===== src/sv/q4bd_pkg.sv =====
`timescale 1ns / 1ps
`default_nettype none
// ----------------------------------------------------------------------------
// q4bd_pkg
// Types, constants and helper functions of the Q4_0 x Q8_0 block dot unit.
// ----------------------------------------------------------------------------
package q4bd_pkg;

    localparam int BLOCK_LEN = 32;
    localparam int LANES     = 8;
    localparam int PASSES    = BLOCK_LEN / LANES;
    localparam int PASS_W    = $clog2(PASSES);

    localparam logic [3:0]  NIBBLE_MASK = 4'hF;
    localparam logic [4:0]  NIBBLE_BIAS = 5'd8;
    localparam logic [31:0] FP32_QNAN   = 32'h7FC0_0000;
    localparam logic [7:0]  FP32_EXP_MAX = 8'hFF;

    // sequencer states, one-hot
    typedef enum logic [5:0] {
        S_IDLE = 6'b000001,
        S_DOT  = 6'b000010,
        S_FE   = 6'b000100,
        S_NM   = 6'b001000,
        S_RD   = 6'b010000,
        S_END  = 6'b100000
    } t_state;

    // operations issued to the shared float unit, in issue order
    typedef enum logic [1:0] {
        OP_SCALE = 2'd0,
        OP_I2F   = 2'd1,
        OP_PROD  = 2'd2,
        OP_ACC   = 2'd3
    } t_op;

    // exact fp16 to fp32 bit conversion
    function automatic logic [31:0] half_to_single(input logic [15:0] h);
        logic [4:0]  ex;
        logic [9:0]  man;
        logic [3:0]  msb;
        logic [9:0]  nman;
        logic [7:0]  e;
        logic [31:0] res;
        ex   = h[14:10];
        man  = h[9:0];
        msb  = 4'd0;
        for (int i = 0; i < 10; i++) begin
            if (man[i]) begin
                msb = 4'(i);
            end
        end
        nman = man << (4'd10 - msb);
        e    = 8'd103 + {4'd0, msb};
        if (ex == 5'h1F) begin
            res = {h[15], FP32_EXP_MAX, man, 13'd0};
        end else if (ex == 5'd0) begin
            if (man == 10'd0) begin
                res = {h[15], 31'd0};
            end else begin
                res = {h[15], e, nman, 13'd0};
            end
        end else begin
            res = {h[15], 8'({3'd0, ex} + 8'd112), man, 13'd0};
        end
        return res;
    endfunction

    // leading zero count of a 48-bit word
    function automatic logic [5:0] lzc48(input logic [47:0] m);
        logic [5:0] lz;
        lz = 6'd48;
        for (int i = 0; i < 48; i++) begin
            if (m[i]) begin
                lz = 6'(47 - i);
            end
        end
        return lz;
    endfunction

endpackage
`default_nettype wire


===== src/sv/q4bd_if.sv =====
`timescale 1ns / 1ps
`default_nettype none
// ----------------------------------------------------------------------------
// q4bd channel interfaces
// Valid/ready channels for weight/activation blocks and finished row sums.
// ----------------------------------------------------------------------------
interface q4bd_in_if;
    logic        valid;
    logic        ready;
    logic [63:0] weight_bytes_low;
    logic [63:0] weight_bytes_high;
    logic [15:0] weight_scale;
    logic [63:0] acts_0;
    logic [63:0] acts_1;
    logic [63:0] acts_2;
    logic [63:0] acts_3;
    logic [31:0] act_scale;
    logic        last_block;

    modport source(
        output valid, weight_bytes_low, weight_bytes_high, weight_scale,
               acts_0, acts_1, acts_2, acts_3, act_scale, last_block,
        input  ready
    );
    modport sink(
        input  valid, weight_bytes_low, weight_bytes_high, weight_scale,
               acts_0, acts_1, acts_2, acts_3, act_scale, last_block,
        output ready
    );
endinterface

interface q4bd_out_if;
    logic        valid;
    logic        ready;
    logic [31:0] row_sum;

    modport source(output valid, row_sum, input ready);
    modport sink(input valid, row_sum, output ready);
endinterface
`default_nettype wire


===== src/sv/q4_block_dot_accumulator_unit.sv =====
`timescale 1ns / 1ps
`default_nettype none
// ----------------------------------------------------------------------------
// q4_block_dot_accumulator_unit
// Q4_0 weight block times Q8_0 activation block, accumulated into fp32.
// ----------------------------------------------------------------------------
// Usage:
//   i_in carries one 32-element block per word: 16 weight bytes, the fp16
//   weight scale, 32 int8 activations and the fp32 activation scale.
//   last_block marks the final block of a row. o_out carries one fp32 row
//   sum per row, given after the last block; NaN sums come out as 7FC00000.
// Sequence:
//   A block is accepted only when the sequencer is idle, after the last one
//   has run 4 passes of an 8-lane integer multiply-add, four operations on
//   one shared float unit (scale multiply, int to float, product,
//   accumulate), each through operand/multiply, normalize and round, and
//   the end state that finishes the block. The row sum is loaded into the
//   output register in the end state, after the accumulator takes the final sum.
// Reset:
//   Clears the accumulator to +0.0, the output valid flag and the sequencer.
// Backpressure:
//   The row sum sits in an output register; the next block is accepted
//   while it waits. A further row end holds the sequencer until the waiting
//   sum is taken.
// ----------------------------------------------------------------------------
module q4_block_dot_accumulator_unit
    import q4bd_pkg::*;
(
    input  wire          i_clk,
    input  wire          i_rst_n,
    q4bd_in_if.sink      i_in,
    q4bd_out_if.source   o_out
);

    t_state                r_state, n_state;
    t_op                   r_op, n_op;
    logic [PASS_W-1:0]     r_pass, n_pass;
    logic [127:0]          r_w, n_w;
    logic [255:0]          r_acts, n_acts;
    logic [31:0]           r_ws, n_ws;
    logic [31:0]           r_as, n_as;
    logic                  r_last, n_last;
    logic signed [16:0]    r_isum, n_isum;
    logic [31:0]           r_scale, n_scale;
    logic [31:0]           r_fsum, n_fsum;
    logic [31:0]           r_prod, n_prod;
    logic [31:0]           r_acc, n_acc;
    logic                  r_out_valid, n_out_valid;
    logic [31:0]           r_out_data, n_out_data;

    // shared float unit pipeline registers
    logic                  r_fe_sign, n_fe_sign;
    logic [47:0]           r_fe_m, n_fe_m;
    logic signed [10:0]    r_fe_x, n_fe_x;
    logic                  r_fe_spec, n_fe_spec;
    logic [31:0]           r_fe_sval, n_fe_sval;
    logic                  r_nm_sign, n_nm_sign;
    logic [47:0]           r_nm_m, n_nm_m;
    logic signed [10:0]    r_nm_be, n_nm_be;
    logic                  r_nm_zero, n_nm_zero;
    logic                  r_nm_spec, n_nm_spec;
    logic [31:0]           r_nm_sval, n_nm_sval;

    logic                  w_accept;
    logic signed [16:0]    w_dot;
    logic [31:0]           w_rnd;

    assign i_in.ready    = (r_state == S_IDLE);
    assign w_accept      = i_in.valid && i_in.ready;
    assign o_out.valid   = r_out_valid;
    assign o_out.row_sum = r_out_data;

    // 8-lane integer multiply-add, one pass per cycle
    always_comb begin : dot_lanes
        logic [63:0]        w_half;
        logic [3:0]         nib;
        logic signed [4:0]  wv;
        logic signed [7:0]  av;
        logic signed [12:0] p;
        w_half = r_pass[0] ? r_w[127:64] : r_w[63:0];
        w_dot  = r_isum;
        for (int l = 0; l < LANES; l++) begin
            nib   = r_pass[PASS_W-1] ? w_half[8*l+4 +: 4] : w_half[8*l +: 4];
            nib   = nib & NIBBLE_MASK;
            wv    = $signed({1'b0, nib}) - $signed(NIBBLE_BIAS);
            av    = $signed(r_acts[8*l +: 8]);
            p     = wv * av;
            w_dot = w_dot + 17'(p);
        end
    end

    // float unit front end: operand unpack, multiply, align-add or int to float
    always_comb begin : fpu_front
        logic [31:0]        a, b, big, sml;
        logic               a_nan, b_nan, a_inf, b_inf, a_zero, b_zero;
        logic [7:0]         ea, eb, eg, es;
        logic [23:0]        ma, mb, mg, ms;
        logic [7:0]         d;
        logic [47:0]        bs, bsh;
        logic               lost;
        logic [47:0]        abig;
        logic [47:0]        sum;
        logic [16:0]        mag;
        a = r_ws;
        b = r_as;
        case (r_op)
            OP_SCALE: begin a = r_ws;    b = r_as;   end
            OP_PROD:  begin a = r_scale; b = r_fsum; end
            OP_ACC:   begin a = r_acc;   b = r_prod; end
            default:  begin a = r_ws;    b = r_as;   end
        endcase
        a_nan  = (a[30:23] == FP32_EXP_MAX) && (a[22:0] != 23'd0);
        b_nan  = (b[30:23] == FP32_EXP_MAX) && (b[22:0] != 23'd0);
        a_inf  = (a[30:23] == FP32_EXP_MAX) && (a[22:0] == 23'd0);
        b_inf  = (b[30:23] == FP32_EXP_MAX) && (b[22:0] == 23'd0);
        a_zero = (a[30:0] == 31'd0);
        b_zero = (b[30:0] == 31'd0);
        ea = (a[30:23] == 8'd0) ? 8'd1 : a[30:23];
        eb = (b[30:23] == 8'd0) ? 8'd1 : b[30:23];
        ma = {a[30:23] != 8'd0, a[22:0]};
        mb = {b[30:23] != 8'd0, b[22:0]};

        // order by magnitude for the adder
        if (b[30:0] > a[30:0]) begin
            big = b; sml = a; eg = eb; es = ea; mg = mb; ms = ma;
        end else begin
            big = a; sml = b; eg = ea; es = eb; mg = ma; ms = mb;
        end
        d    = eg - es;
        abig = {1'b0, mg, 23'd0};
        bs   = {1'b0, ms, 23'd0};
        bsh  = bs >> d;
        lost = |(bs & ~({48{1'b1}} << d));
        bsh  = bsh | {47'd0, lost};
        sum  = (big[31] ^ sml[31]) ? (abig - bsh) : (abig + bsh);
        mag  = r_isum[16] ? 17'(-r_isum) : 17'(r_isum);

        n_fe_sign = a[31] ^ b[31];
        n_fe_m    = ma * mb;
        n_fe_x    = $signed({3'd0, ea}) + $signed({3'd0, eb}) - 11'sd300;
        n_fe_spec = 1'b0;
        n_fe_sval = FP32_QNAN;
        case (r_op)
            OP_I2F: begin
                n_fe_sign = r_isum[16];
                n_fe_m    = {31'd0, mag};
                n_fe_x    = 11'sd0;
            end
            OP_ACC: begin
                n_fe_m    = sum;
                n_fe_x    = $signed({3'd0, eg}) - 11'sd173;
                n_fe_sign = (sum == 48'd0) ? (a[31] & b[31]) : big[31];
                if (a_nan || b_nan || (a_inf && b_inf && (a[31] != b[31]))) begin
                    n_fe_spec = 1'b1;
                end else if (a_inf) begin
                    n_fe_spec = 1'b1;
                    n_fe_sval = a;
                end else if (b_inf) begin
                    n_fe_spec = 1'b1;
                    n_fe_sval = b;
                end
            end
            default: begin
                if (a_nan || b_nan || (a_inf && b_zero) || (b_inf && a_zero)) begin
                    n_fe_spec = 1'b1;
                end else if (a_inf || b_inf) begin
                    n_fe_spec = 1'b1;
                    n_fe_sval = {a[31] ^ b[31], FP32_EXP_MAX, 23'd0};
                end
            end
        endcase
    end

    // normalize stage
    always_comb begin : fpu_norm
        logic [5:0] lz;
        lz        = lzc48(r_fe_m);
        n_nm_m    = r_fe_m << lz;
        n_nm_be   = r_fe_x - $signed({5'd0, lz}) + 11'sd174;
        n_nm_zero = (r_fe_m == 48'd0);
        n_nm_sign = r_fe_sign;
        n_nm_spec = r_fe_spec;
        n_nm_sval = r_fe_sval;
    end

    // denormalize, round to nearest even, pack
    always_comb begin : fpu_round
        logic [5:0]  sh;
        logic [47:0] t;
        logic        lost, g, st, inc;
        logic [7:0]  field;
        logic [22:0] man;
        logic [30:0] mag;
        if (r_nm_be < -11'sd62) begin
            sh = 6'd63;
        end else if (r_nm_be < 11'sd1) begin
            sh = 6'(11'sd1 - r_nm_be);
        end else begin
            sh = 6'd0;
        end
        t     = r_nm_m >> sh;
        lost  = |(r_nm_m & ~({48{1'b1}} << sh));
        field = (r_nm_be < 11'sd1) ? 8'd0 : r_nm_be[7:0];
        man   = t[46:24];
        g     = t[23];
        st    = (|t[22:0]) | lost;
        inc   = g & (st | man[0]);
        mag   = {field, man} + {30'd0, inc};
        if (r_nm_spec) begin
            w_rnd = r_nm_sval;
        end else if (r_nm_zero) begin
            w_rnd = {r_nm_sign, 31'd0};
        end else if (r_nm_be >= 11'sd255) begin
            w_rnd = {r_nm_sign, FP32_EXP_MAX, 23'd0};
        end else begin
            w_rnd = {r_nm_sign, mag};
        end
    end

    // sequencer
    always_comb begin
        n_state     = r_state;
        n_op        = r_op;
        n_pass      = r_pass;
        n_w         = r_w;
        n_acts      = r_acts;
        n_ws        = r_ws;
        n_as        = r_as;
        n_last      = r_last;
        n_isum      = r_isum;
        n_scale     = r_scale;
        n_fsum      = r_fsum;
        n_prod      = r_prod;
        n_acc       = r_acc;
        n_out_valid = r_out_valid;
        n_out_data  = r_out_data;

        // drop the word once taken
        if (r_out_valid && o_out.ready) begin
            n_out_valid = 1'b0;
        end

        case (r_state)
            S_IDLE: begin
                if (w_accept) begin
                    n_w    = {i_in.weight_bytes_high, i_in.weight_bytes_low};
                    n_acts = {i_in.acts_3, i_in.acts_2, i_in.acts_1, i_in.acts_0};
                    n_ws   = half_to_single(i_in.weight_scale);
                    n_as   = i_in.act_scale;
                    n_last = i_in.last_block;
                    n_isum = '0;
                    n_pass = '0;
                    n_state = S_DOT;
                end
            end
            S_DOT: begin
                n_isum = w_dot;
                n_acts = r_acts >> (8 * LANES);
                n_pass = r_pass + 1'b1;
                if (r_pass == PASS_W'(PASSES - 1)) begin
                    n_op    = OP_SCALE;
                    n_state = S_FE;
                end
            end
            S_FE: n_state = S_NM;
            S_NM: n_state = S_RD;
            S_RD: begin
                n_state = S_FE;
                case (r_op)
                    OP_SCALE: begin n_scale = w_rnd; n_op = OP_I2F;  end
                    OP_I2F:   begin n_fsum  = w_rnd; n_op = OP_PROD; end
                    OP_PROD:  begin n_prod  = w_rnd; n_op = OP_ACC;  end
                    default:  begin n_acc   = w_rnd; n_state = S_END; end
                endcase
            end
            S_END: begin
                if (!r_last) begin
                    n_state = S_IDLE;
                end else if (!r_out_valid || o_out.ready) begin
                    n_out_valid = 1'b1;
                    if ((r_acc[30:23] == FP32_EXP_MAX) && (r_acc[22:0] != 23'd0)) begin
                        n_out_data = FP32_QNAN;
                    end else begin
                        n_out_data = r_acc;
                    end
                    n_acc   = '0;
                    n_state = S_IDLE;
                end
            end
            default: n_state = S_IDLE;
        endcase
    end

    always_ff @(posedge i_clk) begin
        if (!i_rst_n) begin
            r_state     <= S_IDLE;
            r_op        <= OP_SCALE;
            r_pass      <= '0;
            r_acc       <= '0;
            r_out_valid <= 1'b0;
        end else begin
            r_state     <= n_state;
            r_op        <= n_op;
            r_pass      <= n_pass;
            r_acc       <= n_acc;
            r_out_valid <= n_out_valid;
        end
    end

    always_ff @(posedge i_clk) begin
        r_w        <= n_w;
        r_acts     <= n_acts;
        r_ws       <= n_ws;
        r_as       <= n_as;
        r_last     <= n_last;
        r_isum     <= n_isum;
        r_scale    <= n_scale;
        r_fsum     <= n_fsum;
        r_prod     <= n_prod;
        r_out_data <= n_out_data;
        r_fe_sign  <= n_fe_sign;
        r_fe_m     <= n_fe_m;
        r_fe_x     <= n_fe_x;
        r_fe_spec  <= n_fe_spec;
        r_fe_sval  <= n_fe_sval;
        r_nm_sign  <= n_nm_sign;
        r_nm_m     <= n_nm_m;
        r_nm_be    <= n_nm_be;
        r_nm_zero  <= n_nm_zero;
        r_nm_spec  <= n_nm_spec;
        r_nm_sval  <= n_nm_sval;
    end

`ifndef NO_ASSERTIONS
    a_accept_starts_dot: assert property (@(posedge i_clk) disable iff (!i_rst_n)
        w_accept |=> (r_state == S_DOT) && (r_pass == '0))
        else $error("accepted word did not start the dot passes");

    a_dot_to_scale: assert property (@(posedge i_clk) disable iff (!i_rst_n)
        (r_state == S_DOT) && (r_pass == PASS_W'(PASSES - 1))
        |=> (r_state == S_FE) && (r_op == OP_SCALE))
        else $error("dot passes did not hand over to the scale multiply");

    a_acc_then_end: assert property (@(posedge i_clk) disable iff (!i_rst_n)
        (r_state == S_RD) && (r_op == OP_ACC) |=> (r_state == S_END))
        else $error("accumulate did not finish the block");

    a_row_end_clears: assert property (@(posedge i_clk) disable iff (!i_rst_n)
        (r_state == S_END) && r_last && (!r_out_valid || o_out.ready)
        |=> (r_acc == 32'd0) && r_out_valid)
        else $error("row end did not emit and clear the accumulator");

    a_nan_canonical: assert property (@(posedge i_clk) disable iff (!i_rst_n)
        r_out_valid && (r_out_data[30:23] == FP32_EXP_MAX) && (r_out_data[22:0] != 23'd0)
        |-> (r_out_data == FP32_QNAN))
        else $error("row sum NaN is not canonical");
`endif

endmodule
`default_nettype wire


===== src/flat_wrapper.sv =====
// flat-port wrapper written by rule: the top's interface ports become plain ports
module q4_block_dot_accumulator_unit_flat import q4bd_pkg::*;
  (i_clk, i_rst_n, i_in_valid, i_in_weight_bytes_low, i_in_weight_bytes_high, i_in_weight_scale, i_in_acts_0, i_in_acts_1, i_in_acts_2, i_in_acts_3, i_in_act_scale, i_in_last_block, i_in_ready, o_out_valid, o_out_row_sum, o_out_ready);
  q4bd_in_if i_in_i ();
  q4bd_out_if o_out_i ();
  input  wire i_clk;
  input  wire i_rst_n;
  input wire logic [$bits(i_in_i.valid)-1:0] i_in_valid;
  input wire logic [$bits(i_in_i.weight_bytes_low)-1:0] i_in_weight_bytes_low;
  input wire logic [$bits(i_in_i.weight_bytes_high)-1:0] i_in_weight_bytes_high;
  input wire logic [$bits(i_in_i.weight_scale)-1:0] i_in_weight_scale;
  input wire logic [$bits(i_in_i.acts_0)-1:0] i_in_acts_0;
  input wire logic [$bits(i_in_i.acts_1)-1:0] i_in_acts_1;
  input wire logic [$bits(i_in_i.acts_2)-1:0] i_in_acts_2;
  input wire logic [$bits(i_in_i.acts_3)-1:0] i_in_acts_3;
  input wire logic [$bits(i_in_i.act_scale)-1:0] i_in_act_scale;
  input wire logic [$bits(i_in_i.last_block)-1:0] i_in_last_block;
  output wire logic [$bits(i_in_i.ready)-1:0] i_in_ready;
  output wire logic [$bits(o_out_i.valid)-1:0] o_out_valid;
  output wire logic [$bits(o_out_i.row_sum)-1:0] o_out_row_sum;
  input wire logic [$bits(o_out_i.ready)-1:0] o_out_ready;
  assign i_in_i.valid = i_in_valid;
  assign i_in_i.weight_bytes_low = i_in_weight_bytes_low;
  assign i_in_i.weight_bytes_high = i_in_weight_bytes_high;
  assign i_in_i.weight_scale = i_in_weight_scale;
  assign i_in_i.acts_0 = i_in_acts_0;
  assign i_in_i.acts_1 = i_in_acts_1;
  assign i_in_i.acts_2 = i_in_acts_2;
  assign i_in_i.acts_3 = i_in_acts_3;
  assign i_in_i.act_scale = i_in_act_scale;
  assign i_in_i.last_block = i_in_last_block;
  assign i_in_ready = i_in_i.ready;
  assign o_out_valid = o_out_i.valid;
  assign o_out_row_sum = o_out_i.row_sum;
  assign o_out_i.ready = o_out_ready;
  q4_block_dot_accumulator_unit u_core (.i_clk(i_clk), .i_rst_n(i_rst_n), .i_in(i_in_i), .o_out(o_out_i));
endmodule

===== config.mk =====
export PLATFORM = sky130hd
export DESIGN_NAME = q4_block_dot_accumulator_unit_flat
export DESIGN_NICKNAME = d
export VERILOG_FILES = /design/src/sv/q4bd_pkg.sv /design/src/sv/q4bd_if.sv /design/src/sv/q4_block_dot_accumulator_unit.sv /design/src/flat_wrapper.sv
export SDC_FILE = /design/constraint.sdc
export NUM_CORES = 2
export LEC_CHECK = 0
export BUFFER_PORTS_ARGS = -buffer_cell sky130_fd_sc_hd__buf_2
export CAP_MARGIN = 20
export CORE_MARGIN = 2
export CORE_UTILIZATION = 41
export DETAILED_ROUTE_END_ITERATION = 7
export PLACE_DENSITY = 0.67
export RECOVER_POWER = 100
export REMOVE_ABC_BUFFERS = 1
export SLEW_MARGIN = 0
export SYNTH_ARGS = -nofsm -noshare
export SYNTH_HDL_FRONTEND = slang
export SYNTH_SLANG_ARGS = --single-unit

===== constraint.sdc =====
create_clock -name i_clk -period 14.7 [get_ports i_clk]
set_input_delay 2.205 -clock i_clk [delete_from_list [all_inputs] [get_ports i_clk]]
set_output_delay 2.205 -clock i_clk [all_outputs]
set_load 0.02 [all_outputs]

# Word level (Yosys, flattened, before mapping)
# Cells that the tools add are included.
# op_classes
n_addsub	31
mul	9
n_div	0
magnitude_cmp	4
eq_ne	22
shift	6
muxes	128
n_bitwise	12
n_reduce_logical	51
# ops
operator	count
case mux 256 bit (2 select lines)	1
2-to-1 mux 32 bit	11
2-to-1 mux 256 bit	1
case mux 32 bit (2 select lines)	4
2-to-1 mux 6 bit	39
adder 17 x 13 -> 17 bit	8
2-to-1 mux 31 bit	4
multiplier 5 x 8 -> 13 bit	8
zero test 48 bit	2
inverter 48 bit	2
case mux 48 bit (2 select lines)	1
OR reduction 48 bit	2
2-to-1 mux 5 bit	16
nonzero test 23 bit	3
2-to-1 mux 64 bit	1
zero test 31 bit	2
adder 47 x 48 -> 48 bit	1
AND 47 x 48 -> 48 bit	1
AND 48 bit	1
multiplier 24 x 24 -> 48 bit	1
2-to-1 mux 24 bit	2
2-to-1 mux 4 bit	12
2-to-1 mux 48 bit	1
OR 48 x 1 -> 48 bit	1
other kinds (72)	138
# word_totals
register_bits	824
latchBits	0
ramBits	0
romBits	0
inputBits	437
wordCells	291
mem_count	0

# Depth between registers and ports, before layout
# logic_depth
ltp_word	50
depth_mapped	65
mapped_depth_nobuf	50

# Least setup slack after synthesis
# OpenSTA, ideal clock, no wires.
# synth_path
kind	reg-to-reg
start	register u_core.r_op[0]
end	register u_core.r_fe_sign (netlist: u_core.n_nm_sign)
setup_time_ns	0.127
arrival_ns	12.625
slack_ns	1.948
path_stages_with_launch	59
path_buffers	17
synth_period_minus_slack_ns	12.752
cell_sequence	dfxtp_1 inv_1 ha_1 buf_2 buf_2 buf_1 clkbuf_1 clkbuf_1 a22o_1 clkbuf_1 buf_1 ha_1 or4_1 and4b_1 nand3_1 o31ai_1 a21o_1 buf_4 [... 23 more ...] a21oi_1 o21bai_1 a21oi_1 o21bai_1 a21oi_1 o21bai_1 a21oi_1 o21bai_1 a21oi_1 o211ai_1 mux2_2 a311oi_1 o211ai_1 or4_1 or4_1 nor4_2 a311oi_1 or3_1
# synth_between
elab_chain_cells	16
# synth_rtl
element	line_no	text
from (decl)	q4_block_dot_accumulator_unit.sv:36	t_op r_op, n_op;
from (signal assigned)	q4_block_dot_accumulator_unit.sv:303	r_op <= n_op;
parallel branches: the longest is 15 deep, another holds adder 47 x 48 -> 48 bit	n/a	
case mux 1 bit (2 select lines) *	q4_block_dot_accumulator_unit.sv:143	case (r_op)
named net u_core.n_fe_sign	q4_block_dot_accumulator_unit.sv:52	logic r_fe_sign, n_fe_sign;
to (signal assigned)	q4_block_dot_accumulator_unit.sv:321	r_fe_sign <= n_fe_sign;
to (decl)	q4_block_dot_accumulator_unit.sv:52	
# Mark *: on every way through the listed nets, which the timed path passes.
# A chain may end at the register's enable or synchronous reset.

# Final worst setup path
# Same ends and word-level chain as after synthesis.

==> results.txt <==
drt initial violations = 6255
Port Buffers = 470
row count = 160
violated checks = DRC, capacitance limit, slew limit
nets@finish = 10.4k
Synth Area in Adders = 30.2%
critical path data arrival time = 13.99 ns
post-synthesis compound-gate area fraction = 10.9%
met1 usage = 40.1%
fraction of registers with async set/reset = 0%
Fmax = 0.0746 GHz
largest cells by area after synthesis = fa_1 (24%), edfxtp_1 (22%), nand2_1 (7.3%)
CP startpoint = u_core.r_op[0]
gpl congestion = 1.01
fin. max-slew vios = 1108
worst slew pin tran = 5.53 ns
Die Ht = 441 um
first-pass GRT wire length = 410000 um
P&R area growth vs syn = 10.2%
r2r setup slk = 1.29 ns
Finished Layout Cells = 11.3k
initial antenna violation count = 22
DRC Markers = 3
post-synthesis mux area share = 4.87%
syn_area_per_cell = 9.40 sq um
FF/Latch Area = 22000 sq um
die area = 194000 sq um
grt ovf = 0
Setup-failing EPs final = 0
Post-DRT Antenna Nets = 0
fillers = 18.3k
Via density = 5.62
crit end category = register
core area = 190000 sq um
Crit Path Category = reg -> reg
gr busiest metal = met2
Ys Warns = 0
Clock Skew = 0.0242 ns
max_cap viols = 21
EDFF count, synth = 580
clock-pin slew on the worst setup and hold paths = 0.06 ns
First-pass DRT Iterations = 8
drt total wl = 278000 um
largest fanout on the critical path = 55
Critical Path Sink = u_core.n_nm_sign
reg-to-reg critical path startpoint = u_core.r_op[0]
total number of vias = 63.2k
ys flop type = edfxtp_1
CTS buffer count = 87
hold buffer count at cts = 0
most used cell, CP = buf_4
CP max-delay cell = a211oi_1
Multi-input gate area = 50500 sq um
run status = complete, but fails checks
DPL Wire Length = 224000 um
GRT met2 Usage = 42.9%
Skew-Pair Late Insertion Delay = 0.71 ns
largest stage delay on the critical path = 0.88 ns
met3 usage = 5.99%
Die Wd = 441 um
share of layout cells above drive strength 1 = 10.1%
top-count cell post-synth = nand2_1
Post-Place Cells = 11.1k
Post-Syn Area = 78100 sq um
Starting Density = 41.2%
Max Root-Sink Buffers = 3
setup bufs post-CTS = 0
Seq cells post-synth = 810
Routed WL per cell = 24.7 um
clock sinks = 810
Synth top cells by count = nand2_1 (1518), inv_1 (1089), fa_1 (918), edfxtp_1 (580), nor2_1 (571)
RSZ-0062 raised after global routing = false
hold crit path type = reg -> reg
Post-Synth XOR/XNOR Area = 2.03%
H-tree levels = 3
final setup TNS = 0 ns
period utilization = 91.2%
Syn Inst Count = 8310
smallest hold slack = 0.323 ns
CTS tree = built
register area share after synthesis = 28.2%
Final Hold Fails = 0
relative slew slack = -271%
library cells used by synthesis = 116
Critical Path RT = 15.28 ns
vias in the first global route = 63.0k
reg2reg end = u_core.n_nm_sign
Post-CTS Resized = 0
largest family of logic cells by synthesized area = adder cells
area share of and/or/nand/nor cells after synthesis = 16.3%
CTS Root Cell = clkbuf_16
I/O Pins = 471
gr usage total = 28.2%
Critical Path Source Type = register
Final Critical Period = 13.41 ns
area share of the largest cell type after synthesis = 23.5%
largest net degree at the start of global routing = 139
worst-case reg-to-reg path depth = 34
area leader, netlist = fa_1
## metal layers
layer  share of wire [%]  up-vias
met5               0.027        -
met4                 3.6       14
met3                 8.9      430
met2                  44     2835
met1                  43    31712
li1                    -    28220
## layout by cell type, fill, tap and decap left out, types with 145 or more instances in the layout
cell / count
mux2i_1: 237
edfxtp_1: 580
inv_1: 1088
and2_1: 145
nor2_1: 569
ha_1: 416
dfxtp_1: 229
buf_2: 419
fa_1: 918
a21oi_1: 304
o21ai_0: 217
nand2_1: 1518
## worst min path at each step
| stage | startpoint | endpoint | slack (ns) | depth (start not counted) |
|---|---|---|---|---|
| 3_5_place_dp | u_core.n_nm_sval[10] | u_core.r_nm_sval[10] | 0.31 | 0 |
| 6_report | u_core.n_nm_sval[10] | u_core.r_nm_sval[10] | 0.32 | 0 |
| 4_1_cts | u_core.n_nm_sval[31] | u_core.r_nm_sval[31] | 0.32 | 0 |
| 5_1_grt | u_core.n_nm_sval[9] | u_core.r_nm_sval[9] | 0.33 | 0 |
| 3_3_place_gp | u_core.n_nm_sval[2] | u_core.r_nm_sval[2] | 0.31 | 0 |
| 2_1_floorplan | u_core.n_nm_sign | u_core.r_nm_sign | 0.31 | 0 |
## critical path: cells and delay by family (launching register included)
| kind | cells | cell delay [ns] |
|---|---|---|
| AOI/OAI and AO/OA | 11 | 3.02 |
| adders and majority gates | 3 | 0.96 |
| buffers and inverters | 5 | 2.18 |
| DFF | 1 | 0.38 |
| muxes | 3 | 1.35 |
| and+or+nand+nor | 12 | 5.34 |
## metrics by stage
step	utilization, %	setup WS, ns	cell area [sq um]
6_report	45.4	1.29	86100
5_1_grt	45.4	0.562	86100
4_1_cts	45.5	1.95	86300
3_5_place_dp	44.0	2.03	83500
3_3_place_gp	44.0	2.15	83400
2_1_floorplan	-	-1.15	76700
## final cells by class
class	count	share of cell area (%)
diodes	12	0.0349
clock buffers	107	2.71
clock inverters	53	0.564
inverters	1118	4.88
multi-input cells	6011	58.7
flip-flops and latches	810	25.6
well taps	2511	3.65
repair buffers	628	3.90
## cells by family after synthesis
logic type      count (synthesis)
simple gates                 2881
buf+inv                      1517
fa+ha+maj                    1337
compound gates               1258
flops                         810
mux                           324
xor+xnor                      181
other cells                     2
## sequential cells by signal (all words and copies together), names as in the netlist, 6 cells and up
signal	flops
u_core.n_nm_sval	32
u_core.o_out.row_sum	32
u_core.r_acc	32
u_core.r_acts	256
u_core.r_as	32
u_core.r_fe_m	48
u_core.r_fe_x	11
u_core.r_fsum	32
u_core.r_isum	17
u_core.r_nm_be	11
u_core.r_nm_m	48
u_core.r_nm_sval	32
u_core.r_prod	32
u_core.r_scale	32
u_core.r_state	6
u_core.r_w	128
u_core.r_ws	18
Power is left out: the tool's default activity adds up to more than one toggle a clock period on the data nets, which glitch-free logic cannot reach.
